### src/rtl/core/time_ordered_event_queue_core_defines.svh
// ----------------------------------------------------------------------------
// time ordered event queue - assertion macros
// concurrent check wrappers, empty when SYNTH is defined
// ----------------------------------------------------------------------------
`ifndef TIME_ORDERED_EVENT_QUEUE_CORE_DEFINES_SVH
`define TIME_ORDERED_EVENT_QUEUE_CORE_DEFINES_SVH

`ifndef SYNTH
// clocked check, held off while reset is asserted
`define TOEQ_ASSERT(lbl, clk, rst_n, prop, msg) \
    lbl: assert property (@(posedge clk) disable iff (!(rst_n)) (prop)) else $error(msg);
// clocked check, also active during reset
`define TOEQ_ASSERT_ALWAYS(lbl, clk, prop, msg) \
    lbl: assert property (@(posedge clk) (prop)) else $error(msg);
`else
`define TOEQ_ASSERT(lbl, clk, rst_n, prop, msg)
`define TOEQ_ASSERT_ALWAYS(lbl, clk, prop, msg)
`endif

`endif

### src/rtl/core/toeq_pkg.sv
// ----------------------------------------------------------------------------
// toeq_pkg
// shared codes, state encoding and control/status bundles of the event queue
// ----------------------------------------------------------------------------
package toeq_pkg;

    localparam int unsigned ID_BITS    = 16;
    localparam int unsigned FUNC_BITS  = 2;
    localparam int unsigned STAT_BITS  = 2;
    localparam int unsigned COUNT_BITS = 5;
    localparam int unsigned PORT_TIME_BITS = 32;
    localparam int unsigned S_DATA_BITS = 48;
    localparam int unsigned M_DATA_BITS = 104;

    typedef enum logic [FUNC_BITS-1:0] {
        FUNC_INSERT = 2'd0,
        FUNC_APPEND = 2'd1,
        FUNC_POP    = 2'd2,
        FUNC_NOP    = 2'd3
    } func_t;

    typedef enum logic [STAT_BITS-1:0] {
        STAT_OK    = 2'd0,
        STAT_DUP   = 2'd1,
        STAT_FULL  = 2'd2,
        STAT_EMPTY = 2'd3
    } status_t;

    typedef enum logic [1:0] {
        RD_ZERO = 2'd0,
        RD_POS  = 2'd1,
        RD_K    = 2'd2,
        RD_KM1  = 2'd3
    } rd_sel_t;

    typedef enum logic [1:0] {
        WR_POS = 2'd0,
        WR_K   = 2'd1,
        WR_KM1 = 2'd2
    } wr_sel_t;

    typedef enum logic [3:0] {
        ST_IDLE,
        ST_DISPATCH,
        ST_INS_HEAD,
        ST_SCAN_RD,
        ST_SCAN_CHK,
        ST_INS_DECIDE,
        ST_SHIFT_UP_CHK,
        ST_SHIFT_UP_WR,
        ST_PUT,
        ST_POP_CAP,
        ST_SHIFT_DN_CHK,
        ST_SHIFT_DN_WR,
        ST_FIN_RD,
        ST_FIN_CAP
    } state_t;

    typedef struct packed {
        logic    load_in;
        logic    rd_en;
        rd_sel_t rd_sel;
        logic    wr_en;
        wr_sel_t wr_sel;
        logic    wr_new;
        logic    pos_zero;
        logic    pos_one;
        logic    pos_occ;
        logic    pos_inc;
        logic    prev_load;
        logic    k_occ;
        logic    k_one;
        logic    k_dec;
        logic    k_inc;
        logic    occ_inc;
        logic    occ_dec;
        logic    pop_cap;
        logic    status_load;
        status_t status_val;
        logic    out_load;
    } toeq_cmd_t;

    typedef struct packed {
        func_t func;
        logic  occ_zero;
        logic  occ_full;
        logic  head_ge;
        logic  rd_le;
        logic  pos_lt_occ;
        logic  dup;
        logic  k_gt_pos;
        logic  k_lt_occ;
        logic  out_busy;
    } toeq_stat_t;

endpackage

### src/rtl/core/toeq_ctrl.sv
// ----------------------------------------------------------------------------
// toeq_ctrl
// sequencer for insert scan, entry shifting, pop and result hand-off
// ----------------------------------------------------------------------------
module toeq_ctrl (
    input  logic                aclk,
    input  logic                aresetn,
    input  logic                s_tvalid,
    output logic                s_tready,
    input  toeq_pkg::toeq_stat_t stat,
    output toeq_pkg::toeq_cmd_t  cmd
);

    toeq_pkg::state_t state_reg;
    toeq_pkg::state_t state_next;

    always_ff @(posedge aclk) begin
        if (!aresetn) begin
            state_reg <= toeq_pkg::ST_IDLE;
        end else begin
            state_reg <= state_next;
        end
    end

    always_comb begin
        state_next = state_reg;
        cmd        = '0;
        s_tready   = 1'b0;
        case (state_reg)
            toeq_pkg::ST_IDLE: begin
                s_tready = 1'b1;
                if (s_tvalid) begin
                    cmd.load_in = 1'b1;
                    state_next  = toeq_pkg::ST_DISPATCH;
                end
            end
            toeq_pkg::ST_DISPATCH: begin
                case (stat.func)
                    toeq_pkg::FUNC_INSERT: begin
                        if (stat.occ_zero) begin
                            cmd.pos_zero = 1'b1;
                            cmd.k_occ    = 1'b1;
                            state_next   = toeq_pkg::ST_SHIFT_UP_CHK;
                        end else begin
                            cmd.rd_en  = 1'b1;
                            cmd.rd_sel = toeq_pkg::RD_ZERO;
                            state_next = toeq_pkg::ST_INS_HEAD;
                        end
                    end
                    toeq_pkg::FUNC_APPEND: begin
                        if (stat.occ_full) begin
                            cmd.status_load = 1'b1;
                            cmd.status_val  = toeq_pkg::STAT_FULL;
                            state_next      = toeq_pkg::ST_FIN_RD;
                        end else begin
                            cmd.pos_occ = 1'b1;
                            cmd.k_occ   = 1'b1;
                            state_next  = toeq_pkg::ST_SHIFT_UP_CHK;
                        end
                    end
                    toeq_pkg::FUNC_POP: begin
                        if (stat.occ_zero) begin
                            cmd.status_load = 1'b1;
                            cmd.status_val  = toeq_pkg::STAT_EMPTY;
                            state_next      = toeq_pkg::ST_FIN_RD;
                        end else begin
                            cmd.rd_en  = 1'b1;
                            cmd.rd_sel = toeq_pkg::RD_ZERO;
                            state_next = toeq_pkg::ST_POP_CAP;
                        end
                    end
                    default: begin
                        state_next = toeq_pkg::ST_FIN_RD;
                    end
                endcase
            end
            toeq_pkg::ST_INS_HEAD: begin
                if (stat.head_ge) begin
                    if (stat.occ_full) begin
                        cmd.status_load = 1'b1;
                        cmd.status_val  = toeq_pkg::STAT_FULL;
                        state_next      = toeq_pkg::ST_FIN_RD;
                    end else begin
                        cmd.pos_zero = 1'b1;
                        cmd.k_occ    = 1'b1;
                        state_next   = toeq_pkg::ST_SHIFT_UP_CHK;
                    end
                end else begin
                    cmd.prev_load = 1'b1;
                    cmd.pos_one   = 1'b1;
                    state_next    = toeq_pkg::ST_SCAN_RD;
                end
            end
            toeq_pkg::ST_SCAN_RD: begin
                if (stat.pos_lt_occ) begin
                    cmd.rd_en  = 1'b1;
                    cmd.rd_sel = toeq_pkg::RD_POS;
                    state_next = toeq_pkg::ST_SCAN_CHK;
                end else begin
                    state_next = toeq_pkg::ST_INS_DECIDE;
                end
            end
            toeq_pkg::ST_SCAN_CHK: begin
                if (stat.rd_le) begin
                    cmd.prev_load = 1'b1;
                    cmd.pos_inc   = 1'b1;
                    state_next    = toeq_pkg::ST_SCAN_RD;
                end else begin
                    state_next = toeq_pkg::ST_INS_DECIDE;
                end
            end
            toeq_pkg::ST_INS_DECIDE: begin
                if (stat.dup) begin
                    cmd.status_load = 1'b1;
                    cmd.status_val  = toeq_pkg::STAT_DUP;
                    state_next      = toeq_pkg::ST_FIN_RD;
                end else if (stat.occ_full) begin
                    cmd.status_load = 1'b1;
                    cmd.status_val  = toeq_pkg::STAT_FULL;
                    state_next      = toeq_pkg::ST_FIN_RD;
                end else begin
                    cmd.k_occ  = 1'b1;
                    state_next = toeq_pkg::ST_SHIFT_UP_CHK;
                end
            end
            toeq_pkg::ST_SHIFT_UP_CHK: begin
                if (stat.k_gt_pos) begin
                    cmd.rd_en  = 1'b1;
                    cmd.rd_sel = toeq_pkg::RD_KM1;
                    state_next = toeq_pkg::ST_SHIFT_UP_WR;
                end else begin
                    state_next = toeq_pkg::ST_PUT;
                end
            end
            toeq_pkg::ST_SHIFT_UP_WR: begin
                cmd.wr_en  = 1'b1;
                cmd.wr_sel = toeq_pkg::WR_K;
                cmd.k_dec  = 1'b1;
                state_next = toeq_pkg::ST_SHIFT_UP_CHK;
            end
            toeq_pkg::ST_PUT: begin
                cmd.wr_en   = 1'b1;
                cmd.wr_sel  = toeq_pkg::WR_POS;
                cmd.wr_new  = 1'b1;
                cmd.occ_inc = 1'b1;
                state_next  = toeq_pkg::ST_FIN_RD;
            end
            toeq_pkg::ST_POP_CAP: begin
                cmd.pop_cap = 1'b1;
                cmd.k_one   = 1'b1;
                state_next  = toeq_pkg::ST_SHIFT_DN_CHK;
            end
            toeq_pkg::ST_SHIFT_DN_CHK: begin
                if (stat.k_lt_occ) begin
                    cmd.rd_en  = 1'b1;
                    cmd.rd_sel = toeq_pkg::RD_K;
                    state_next = toeq_pkg::ST_SHIFT_DN_WR;
                end else begin
                    cmd.occ_dec = 1'b1;
                    state_next  = toeq_pkg::ST_FIN_RD;
                end
            end
            toeq_pkg::ST_SHIFT_DN_WR: begin
                cmd.wr_en  = 1'b1;
                cmd.wr_sel = toeq_pkg::WR_KM1;
                cmd.k_inc  = 1'b1;
                state_next = toeq_pkg::ST_SHIFT_DN_CHK;
            end
            toeq_pkg::ST_FIN_RD: begin
                cmd.rd_en  = 1'b1;
                cmd.rd_sel = toeq_pkg::RD_ZERO;
                state_next = toeq_pkg::ST_FIN_CAP;
            end
            toeq_pkg::ST_FIN_CAP: begin
                if (!stat.out_busy) begin
                    cmd.out_load = 1'b1;
                    state_next   = toeq_pkg::ST_IDLE;
                end
            end
            default: begin
                state_next = toeq_pkg::ST_IDLE;
            end
        endcase
    end

endmodule

### src/rtl/core/toeq_dpath.sv
// ----------------------------------------------------------------------------
// toeq_dpath
// entry memory, occupancy and scan/shift counters, request and result registers
// ----------------------------------------------------------------------------
module toeq_dpath #(
    parameter int unsigned QUEUE_DEPTH = 16,
    parameter int unsigned TIME_BITS   = 32
) (
    input  logic                                aclk,
    input  logic                                aresetn,
    input  logic [toeq_pkg::S_DATA_BITS-1:0]    s_tdata,
    input  logic [toeq_pkg::FUNC_BITS-1:0]      s_tuser,
    input  toeq_pkg::toeq_cmd_t                 cmd,
    output toeq_pkg::toeq_stat_t                stat,
    output logic                                m_tvalid,
    input  logic                                m_tready,
    output logic [toeq_pkg::M_DATA_BITS-1:0]    m_tdata,
    output logic [toeq_pkg::STAT_BITS-1:0]      m_tuser
);

    localparam int unsigned ADDR_W  = $clog2(QUEUE_DEPTH);
    localparam int unsigned CNT_W   = $clog2(QUEUE_DEPTH + 1);
    localparam int unsigned ID_W    = toeq_pkg::ID_BITS;
    localparam int unsigned ENTRY_W = TIME_BITS + ID_W;
    localparam int unsigned PT_W    = toeq_pkg::PORT_TIME_BITS;

    logic [ENTRY_W-1:0] mem [QUEUE_DEPTH];

    toeq_pkg::func_t    func_reg;
    logic [TIME_BITS-1:0] time_reg;
    logic [ID_W-1:0]    id_reg;
    logic [CNT_W-1:0]   occ_reg;
    logic [CNT_W-1:0]   pos_reg;
    logic [CNT_W-1:0]   k_reg;
    logic [ID_W-1:0]    prev_id_reg;
    toeq_pkg::status_t  status_reg;
    logic [TIME_BITS-1:0] pop_time_reg;
    logic [ID_W-1:0]    pop_id_reg;
    logic [ENTRY_W-1:0] rdata_reg;
    logic               m_tvalid_reg;
    logic [toeq_pkg::M_DATA_BITS-1:0] m_tdata_reg;
    logic [toeq_pkg::STAT_BITS-1:0]   m_tuser_reg;

    logic [CNT_W-1:0]     k_m1;
    logic [CNT_W-1:0]     raddr_full;
    logic [CNT_W-1:0]     waddr_full;
    logic [ENTRY_W-1:0]   wdata;
    logic [TIME_BITS-1:0] rd_time;
    logic [ID_W-1:0]      rd_id;
    logic                 head_valid;
    logic [PT_W-1:0]      head_time;
    logic [ID_W-1:0]      head_id;

    assign k_m1    = k_reg - 1'b1;
    assign rd_time = rdata_reg[TIME_BITS-1:0];
    assign rd_id   = rdata_reg[ENTRY_W-1:TIME_BITS];
    assign wdata   = cmd.wr_new ? {id_reg, time_reg} : rdata_reg;

    always_comb begin
        case (cmd.rd_sel)
            toeq_pkg::RD_ZERO: raddr_full = '0;
            toeq_pkg::RD_POS:  raddr_full = pos_reg;
            toeq_pkg::RD_K:    raddr_full = k_reg;
            toeq_pkg::RD_KM1:  raddr_full = k_m1;
            default:           raddr_full = '0;
        endcase
    end

    always_comb begin
        case (cmd.wr_sel)
            toeq_pkg::WR_POS: waddr_full = pos_reg;
            toeq_pkg::WR_K:   waddr_full = k_reg;
            toeq_pkg::WR_KM1: waddr_full = k_m1;
            default:          waddr_full = pos_reg;
        endcase
    end

    // entry store, registered read
    always_ff @(posedge aclk) begin
        if (cmd.wr_en) begin
            mem[waddr_full[ADDR_W-1:0]] <= wdata;
        end
        if (cmd.rd_en) begin
            rdata_reg <= mem[raddr_full[ADDR_W-1:0]];
        end
    end

    // request registers, scan and shift counters
    always_ff @(posedge aclk) begin
        if (cmd.load_in) begin
            func_reg     <= toeq_pkg::func_t'(s_tuser);
            time_reg     <= TIME_BITS'(s_tdata[PT_W-1:0]);
            id_reg       <= s_tdata[PT_W+ID_W-1:PT_W];
            status_reg   <= toeq_pkg::STAT_OK;
            pop_time_reg <= '0;
            pop_id_reg   <= '0;
        end else if (cmd.status_load) begin
            status_reg <= cmd.status_val;
        end
        if (cmd.pop_cap) begin
            pop_time_reg <= rd_time;
            pop_id_reg   <= rd_id;
        end
        if (cmd.prev_load) begin
            prev_id_reg <= rd_id;
        end
        if (cmd.pos_zero) begin
            pos_reg <= '0;
        end else if (cmd.pos_one) begin
            pos_reg <= CNT_W'(1);
        end else if (cmd.pos_occ) begin
            pos_reg <= occ_reg;
        end else if (cmd.pos_inc) begin
            pos_reg <= pos_reg + 1'b1;
        end
        if (cmd.k_occ) begin
            k_reg <= occ_reg;
        end else if (cmd.k_one) begin
            k_reg <= CNT_W'(1);
        end else if (cmd.k_dec) begin
            k_reg <= k_m1;
        end else if (cmd.k_inc) begin
            k_reg <= k_reg + 1'b1;
        end
    end

    // occupancy
    always_ff @(posedge aclk) begin
        if (!aresetn) begin
            occ_reg <= '0;
        end else if (cmd.occ_inc) begin
            occ_reg <= occ_reg + 1'b1;
        end else if (cmd.occ_dec) begin
            occ_reg <= occ_reg - 1'b1;
        end
    end

    assign head_valid = (occ_reg != '0);
    assign head_time  = head_valid ? PT_W'(rd_time) : '0;
    assign head_id    = head_valid ? rd_id : '0;

    // result register
    always_ff @(posedge aclk) begin
        if (!aresetn) begin
            m_tvalid_reg <= 1'b0;
        end else if (cmd.out_load) begin
            m_tvalid_reg <= 1'b1;
        end else if (m_tready) begin
            m_tvalid_reg <= 1'b0;
        end
    end

    always_ff @(posedge aclk) begin
        if (cmd.out_load) begin
            m_tdata_reg <= {2'b00, toeq_pkg::COUNT_BITS'(occ_reg), head_id, head_time,
                            head_valid, pop_id_reg, PT_W'(pop_time_reg)};
            m_tuser_reg <= status_reg;
        end
    end

    assign m_tvalid = m_tvalid_reg;
    assign m_tdata  = m_tdata_reg;
    assign m_tuser  = m_tuser_reg;

    assign stat.func       = func_reg;
    assign stat.occ_zero   = (occ_reg == '0);
    assign stat.occ_full   = (occ_reg == CNT_W'(QUEUE_DEPTH));
    assign stat.head_ge    = (rd_time >= time_reg);
    assign stat.rd_le      = (rd_time <= time_reg);
    assign stat.pos_lt_occ = (pos_reg < occ_reg);
    assign stat.dup        = (prev_id_reg == id_reg);
    assign stat.k_gt_pos   = (k_reg > pos_reg);
    assign stat.k_lt_occ   = (k_reg < occ_reg);
    assign stat.out_busy   = m_tvalid_reg && !m_tready;

endmodule

### src/rtl/core/time_ordered_event_queue_core.sv
// ----------------------------------------------------------------------------
// time_ordered_event_queue_core
// bounded event queue held in ascending time order
// ----------------------------------------------------------------------------
// Requests enter on the s_ channel: s_tuser carries the operation (ordered
// insert, append at tail, pop head), s_tdata the event time and id. Each
// request gives exactly one result on the m_ channel: m_tuser carries the
// status, m_tdata the popped event, the head after the operation and the
// entry count.
// One request is worked at a time by a sequencer over the entry memory. An
// ordered insert reads the head, then scans forward with a read and a check
// per entry passed and moves each displaced entry up with a read and a write;
// a pop moves each remaining entry down with a read and a write.
// The result sits in an output register, so a stalled receiver holds only the
// final hand-off; the next request is taken as soon as the sequencer is back
// in idle. Reset empties the queue at once; no clearing pass is needed.
// ----------------------------------------------------------------------------
`include "time_ordered_event_queue_core_defines.svh"

module time_ordered_event_queue_core #(
    parameter int unsigned QUEUE_DEPTH = 16,
    parameter int unsigned TIME_BITS   = 32
) (
    input  logic                             aclk,
    input  logic                             aresetn,
    input  logic                             s_tvalid,
    output logic                             s_tready,
    // event_time [31:0], event_id [47:32]
    input  logic [toeq_pkg::S_DATA_BITS-1:0] s_tdata,
    // func [1:0]
    input  logic [toeq_pkg::FUNC_BITS-1:0]   s_tuser,
    output logic                             m_tvalid,
    input  logic                             m_tready,
    // popped_time [31:0], popped_id [47:32], head_valid [48],
    // head_time [80:49], head_id [96:81], entry_count [101:97]
    output logic [toeq_pkg::M_DATA_BITS-1:0] m_tdata,
    // status [1:0]
    output logic [toeq_pkg::STAT_BITS-1:0]   m_tuser
);

    toeq_pkg::toeq_cmd_t  cmd;
    toeq_pkg::toeq_stat_t stat;

    toeq_ctrl u_ctrl (
        .aclk     (aclk),
        .aresetn  (aresetn),
        .s_tvalid (s_tvalid),
        .s_tready (s_tready),
        .stat     (stat),
        .cmd      (cmd)
    );

    toeq_dpath #(
        .QUEUE_DEPTH (QUEUE_DEPTH),
        .TIME_BITS   (TIME_BITS)
    ) u_dpath (
        .aclk     (aclk),
        .aresetn  (aresetn),
        .s_tdata  (s_tdata),
        .s_tuser  (s_tuser),
        .cmd      (cmd),
        .stat     (stat),
        .m_tvalid (m_tvalid),
        .m_tready (m_tready),
        .m_tdata  (m_tdata),
        .m_tuser  (m_tuser)
    );

    // checks
    `TOEQ_ASSERT(a_full_count, aclk, aresetn, (m_tvalid && m_tuser == toeq_pkg::STAT_FULL) |-> (m_tdata[101:97] == toeq_pkg::COUNT_BITS'(QUEUE_DEPTH)), "full status with a count other than the depth")
    `TOEQ_ASSERT(a_empty_head, aclk, aresetn, (m_tvalid && m_tuser == toeq_pkg::STAT_EMPTY) |-> (!m_tdata[48] && m_tdata[101:97] == '0), "empty status with a head or a count")
    `TOEQ_ASSERT(a_pop_fields, aclk, aresetn, (m_tvalid && m_tuser != toeq_pkg::STAT_OK) |-> (m_tdata[47:0] == '0), "popped fields set on a failed request")
    `TOEQ_ASSERT(a_no_accept_busy, aclk, aresetn, (s_tvalid && s_tready) |=> !s_tready, "request taken while the previous one is in flight")

endmodule
### config.mk
export PLATFORM = sky130hd
export DESIGN_NAME = time_ordered_event_queue_core
export DESIGN_NICKNAME = d
export VERILOG_FILES = /design/src/rtl/core/toeq_pkg.sv /design/src/rtl/core/toeq_ctrl.sv /design/src/rtl/core/toeq_dpath.sv /design/src/rtl/core/time_ordered_event_queue_core.sv
export VERILOG_INCLUDE_DIRS = /design/src /design/src/rtl/core
export SDC_FILE = /design/constraint.sdc
export NUM_CORES = 1
export LEC_CHECK = 0
export BUFFER_PORTS_ARGS = -buffer_cell sky130_fd_sc_hd__buf_2
export CAP_MARGIN = 5
export CORE_ASPECT_RATIO = 1.4
export CORE_MARGIN = 8
export CORE_UTILIZATION = 40
export DETAILED_ROUTE_END_ITERATION = 16
export HOLD_SLACK_MARGIN = 0.12
export MAX_ROUTING_LAYER = met4
export SETUP_SLACK_MARGIN = 0.2
export SLEW_MARGIN = 20
export SYNTH_ARGS = -nofsm -noshare
export SYNTH_HDL_FRONTEND = slang
export SYNTH_SLANG_ARGS = --single-unit
### constraint.sdc
create_clock -name aclk -period 6.2 [get_ports aclk]
set_clock_uncertainty 0.1 [all_clocks]
set_input_delay 0 -clock aclk [delete_from_list [all_inputs] [get_ports aclk]]
set_output_delay 0 -clock aclk [all_outputs]
set_load 0.01 [all_outputs]
## Yosys cells after proc, flatten, opt, wreduce, memory -nomap -nowiden

Memories as Yosys holds them, arrays and structs flattened. A register that Yosys moved wholly into a read port is not among the register bits.
Cells that the tools add are included.

- Register bits: 240
- Memories: 1
- RAM bits: 768
- Output and inout bits: 108

Memory list:

| name | words | width | rd ports | clocked after memory_dff | wr ports | line | text |
|---|---|---|---|---|---|---|---|
| u_dpath.mem | 16 | 48 | 1 | 1 | 1 | toeq_dpath.sv:27 | `logic [ENTRY_W-1:0] mem [QUEUE_DEPTH];` |

- Reductions and logical operators: 17
- Multiplexer cells: 72
- Add/subtract/negate cells: 5
- Eq/ne operators: 24
- Order comparisons: 5

Operators by type and width:

| operator | number |
|---|---|
| two-way mux 32 bit | 2 |
| one-hot mux 4 bit (13 select lines) | 1 |
| two-way mux 48 bit | 1 |
| two-way mux 5 bit | 8 |
| two-way mux 3 bit | 13 |
| greater-or-equal comparator 32 bit | 1 |
| <= comparator 32 bit | 1 |
| two-way mux 16 bit | 2 |
| two-way mux 1 bit | 27 |
| equality test 4 bit (second input constant) | 6 |
| two-way mux 4 bit | 6 |
| one-hot mux 3 bit (3 select lines) | 2 |
| equality test 16 bit | 1 |
| equality test 4 x 3 -> 1 bit (second input constant) | 4 |
| one-hot mux 4 bit (4 select lines) | 1 |
| adder 5 x 1 -> 5 bit (second input constant) | 3 |
| one-hot mux 3 bit (5 select lines) | 1 |
| one-hot mux 4 bit (3 select lines) | 1 |
| < comparator 5 bit | 2 |
| subtractor 5 x 1 -> 5 bit (second input constant) | 2 |
| equality test 2 bit (second input constant) | 4 |
| equality test 4 x 2 -> 1 bit (second input constant) | 2 |
| one-hot mux 4 bit (2 select lines) | 1 |
| nonzero test 2 bit | 4 |
| other kinds (19) | 27 |

## Longest topological paths before layout

- Depth after elaboration: 6
- Depth in mapped cells: 15
- Depth with buffers taken out: 10

## Cells and area by module

A second synthesis with hierarchy kept.

- Cells, all modules: 2755
- Area, all modules: 42763.5 µm²

By module, submodules not included:

| module | instances | cells an instance | sequential area each (µm²) | area each (µm²) |
|---|---|---|---|---|
| toeq_dpath | 1 | 2632 | 31460.2 | 41911.4 |
| toeq_ctrl | 1 | 123 | 80.1 | 852.1 |

## Worst setup path after synthesis

No wires, ideal clock.

- Path type: register to register
- Start point: register u_ctrl.state_reg[3]
- End point: register u_dpath.m_tdata_reg (netlist bit u_dpath.m_tdata[0]), enable pin
- Slack: 46 ps
- Cell stages (with the launch flop): 5
- Required time: 5521 ps
- Arrival time: 5475 ps
- Path through: dfxtp_1 > buf_2 > clkbuf_1 > nand3_1 > nor2b_1

RTL lines:

| what | line | text |
|---|---|---|
| start: declaration | toeq_ctrl.sv:14 | `toeq_pkg::state_t state_reg;` |
| start signal: assignment | toeq_ctrl.sv:19 | `state_reg <= toeq_pkg::ST_IDLE;` |
| start signal: assignment | toeq_ctrl.sv:21 | `state_reg <= state_next;` |
| end signal: assignment | toeq_dpath.sv:155 | `m_tdata_reg <= {2'b00, toeq_pkg::COUNT_BITS'(occ_reg), head_id, head_time,` |
| end: declaration | toeq_dpath.sv:41 | `logic [toeq_pkg::M_DATA_BITS-1:0] m_tdata_reg;` |

## Final worst setup path

- Start point: register u_dpath.rdata_reg[27], read port of u_dpath.mem
- End point: register u_dpath.k_reg[0], enable pin

- Longest elaborated chain between the ends: 4

Ends and longest elaborated chain:

| what | line | text |
|---|---|---|
| start: declaration | toeq_dpath.sv:39 | `logic [ENTRY_W-1:0] rdata_reg;` |
| greater-or-equal comparator 32 bit | toeq_dpath.sv:168 | `assign stat.head_ge = (rd_time >= time_reg);` |
| two-way mux 1 bit | toeq_ctrl.sv:78 | `if (stat.head_ge) begin` |
| one-hot mux 1 bit (3 select lines) | toeq_ctrl.sv:29 | `case (state_reg)` |
| nonzero test 4 bit (no source line) | -- |  |
| end signal: assignment | toeq_dpath.sv:117 | `k_reg <= occ_reg;` |
| end signal: assignment | toeq_dpath.sv:121 | `k_reg <= k_m1;` |
| end signal: assignment | toeq_dpath.sv:123 | `k_reg <= k_reg + 1'b1;` |
| end: declaration | toeq_dpath.sv:34 | `logic [CNT_W-1:0] k_reg;` |

Every way passes these cells.
A chain may end at the register's enable or synchronous reset.

==> key figures <==
Run status
  • Status: completed

STA
  • Max Slew Vio Count: 0
  • Slew @ Worst Pin: between 1 and 1.5 ns
  • Hold Vio Cnt, Final: 0
  • Max Freq: roughly 0.23 GHz
  • Setup TNS: 0 ns
  • Hold Slack: 0.198 ns
  • RSZ-0062 raised after global routing: false
  • Headroom to the max-slew limit: a little under a quarter
  • Worst Slack Setup Final: slightly below 2 ns
  • Final min period: approximately 4.3 ns
  • Setup-failing EPs final: 0
  • Period utilization: 68.9%

Global routing
  • Vias in the first global route: between 20000 and 25000
  • First-pass GRT wire length: approximately 160 mm
  • Initial antenna violation count: 4
  • GRT Util Overall: a little under a fifth
  • Largest net degree at the start of global routing: about 140
  • Global route overflow: 0

Detailed routing
  • Drt pass-1 iters: 5
  • WL/cell: about 23 um
  • Iter 0 DRT Violations: 2366
  • DRT antenna net count: 0
  • Final wirelength: around 110 mm
  • DRC: 0
  • Routed vias: 25200
  • Vias per cell: approximately 5.5

Place
  • I/O Buffers: roughly 160
  • DP Area: roughly 45000 sq um
  • Dpl ws: 1.91 ns
  • Estimated wirelength of the detail-placed design: between 60 and 70 mm
  • Routability congestion estimate: between 0.8 and 0.9

Floorplanning
  • FP Rows: 141
  • Starting Density: about two fifths
  • Die area: about 120000 sq um
  • Area of the core: between 100000 and 150000 sq um
  • Die Height: ~400 um
  • # IOs: roughly 160
  • DIE WIDTH: just under 300 um

Power and ir drop
  • Pwr dens: 374 nW/um^2
  • Combinational share of power: between 10% and 20%
  • Internal Power: approximately 13 mW
  • P_leak: approximately 17 nW
  • P_sw: around 5 mW
  • Peak supply drop: 0.000202 V
  • Sw Share: roughly 28%
  • Flop pwr share: 51.4%
  • Final Power: around 18 mW
  • Clock Power Share: between 30 and 40%

Setup path
  • Worst Path Arrival: around 4.5 ns
  • CP top delay family: simple AND/OR/NAND/NOR gates
  • CP startpoint kind: flip-flop
  • Critical Path RT: approximately 6.5 ns
  • CP Capture Type: flip-flop
  • Setup CP Type: reg -> reg
  • CP peak stage delay: between 0.8 and 0.9 ns
  • CP max-delay cell: a21oi_1
  • Crit-path cells: ha_1 -> nand4_1 -> nor4_1 -> nand4_1 -> o211ai_1 -> o21ai_1 -> a21oi_1 -> nor2b_1 -> nand2_1
  • Cell mode on critical path: nand4_1
  • CP Max Fanout: 10
  • Buf+Inv Stages, Crit Path: 0

Clock tree
  • Root buf cell: clkbuf_16
  • CTS sink count: between 1000 and 1500
  • Clock transition at path regs: approximately 0.07 ns
  • TritonCTS clock tree: yes
  • PostCTS Resize Cnt: 0
  • Setup bufs post-CTS: 0
  • CTS max path bufs: 3
  • H-tree depth: 3
  • Worst-Skew Late Latency: 0.71 ns
  • Cts bufs inserted: 97

Logic synthesis
  • Yosys warnings: 0
  • Asr flop ratio synth: 0%
  • Gate Count Post-Synth: 2914
  • Synth Register Bits: 1056
  • Post-synthesis sequential area ratio: ~75%
  • Syn Area/Cell: 14.5 sq um
  • Synth cell types: 67
  • Synthesized area: approximately 42000 sq um
  • Top_reg_cell synth: edfxtp_1
  • EDFF count, synth: around 1000

Min path
  • Hold Crit Class: in -> reg

Layout
  • Post-route cell area: 49100 sq um
  • Layout cells sized above 1: a little over an eighth
  • P&R area growth vs syn: 16.2%
  • Max FFs per register: approximately 770
  • Final net count: between 3000 and 4000

Flow run
  • Max_cap viols: 0
layer usage:
layer | wire length (um) | up-vias | part of all wire, % | GRT usage, %
met5 | 0 | - | 0 | -
met4 | 2200 | 0 | 2.1 | 4.79
met3 | 6100 | 156 | 5.7 | 2.70
met2 | 53800 | 817 | 51 | 30.8
met1 | 44400 | 12700 | 42 | 23.1
li1 | - | 11500 | - | -
metrics by stage:
stage	instances	utilization, %
6_report	4610	46.7
5_1_grt	4609	46.7
4_1_cts	4606	46.6
3_5_place_dp	4322	42.6
3_3_place_gp	4321	42.6
2_1_floorplan	2915	-
cells in the mapped netlist (all sizes together), types with 48 or more instances:
cell type	instances	share of area, %
a21oi	223	2.7
nand2	570	5.1
nor2	51	0.45
ha	55	1.6
buf	113	1.4
clkbuf	55	0.49
mux2i	52	1.2
edfxtp	1039	74
mux2	48	1.3
inv	54	0.48
a32oi	96	2.0
a22oi	49	0.87
nand3	155	1.8
a221o	49	1.2
and2	100	1.5
logic make-up after synthesis:
family,Yosys count,share of synthesized area (%)
flops,1056,74.7
simple gates,943,9.95
compound gates,506,8.20
buf+inv,223,2.36
mux,100,2.51
fa+ha+maj,56,1.68
xor+xnor,29,0.601
other cells,1,0.00888
worst register-to-register path: cells and delay by family (launching register included):
family	cells	cell delay, ns
AO/OA/AOI/OAI	3	1.29
AND/OR/NAND/NOR	5	1.60
adder cells (fa/ha/maj)	1	0.40
flip-flops	1	0.54
cell type report:
type / instances / area [sq um]
diodes: 4 / 10.0
repair buffers: 324 / 2560
fillers: 9017 / 56100
multi-input cells: 1636 / 9910
well taps: 1358 / 1700
flip-flops and latches: 1056 / 31500
clock inverters: 62 / 636
inverters: 55 / 208
clock buffers: 115 / 2490
power by group through the flow:
| stage | clock [mW] | combinational [mW] | sequential, mW |
|---|---|---|---|
| 6_report | 5.90 | 3.01 | 9.42 |
| 5_1_grt | 6.28 | 3.29 | 9.47 |
| 4_1_cts | 6.02 | 3.02 | 9.42 |
| 3_5_place_dp | 0 | 2.95 | 9.57 |
| 3_3_place_gp | 0 | 2.92 | 9.56 |
| 2_1_floorplan | 0 | 1.98 | 9.34 |
repair_timing:
item	4_1_cts	5_1_grt
hold buffers	107	0
endpoints found under the setup margin	0	0
endpoints found under the hold margin	90	0
path summary, 6_finish.rpt:
path                                  from             endpoint  slack [ns]  cells after the start
setup reg to reg     u_dpath.rdata_reg[27]     u_dpath.k_reg[0]        1.93                      9
hold / removal                     aresetn  u_ctrl.state_reg[3]        0.20                      4
setup / recovery     u_dpath.rdata_reg[27]     u_dpath.k_reg[0]        1.93                      9
hold reg to reg   u_dpath.pop_time_reg[11]  u_dpath.m_tdata[11]        0.31                      0
cell usage in the layout, fill, tap and decap left out, types with 34 or more instances in the layout:
master / count
a21oi_1: 222
ha_1: 55
a32oi_1: 96
edfxtp_1: 1039
buf_4: 38
inv_1: 52
nand3_1: 155
buf_2: 159
a22oi_1: 49
and2_1: 100
nand2_1: 568
nor2_1: 34
a221o_1: 49
dlygate4sd3_1: 107
clkbuf_16: 97
mux2_2: 48
mux2i_1: 52
(Power assumes the default switching activity.)
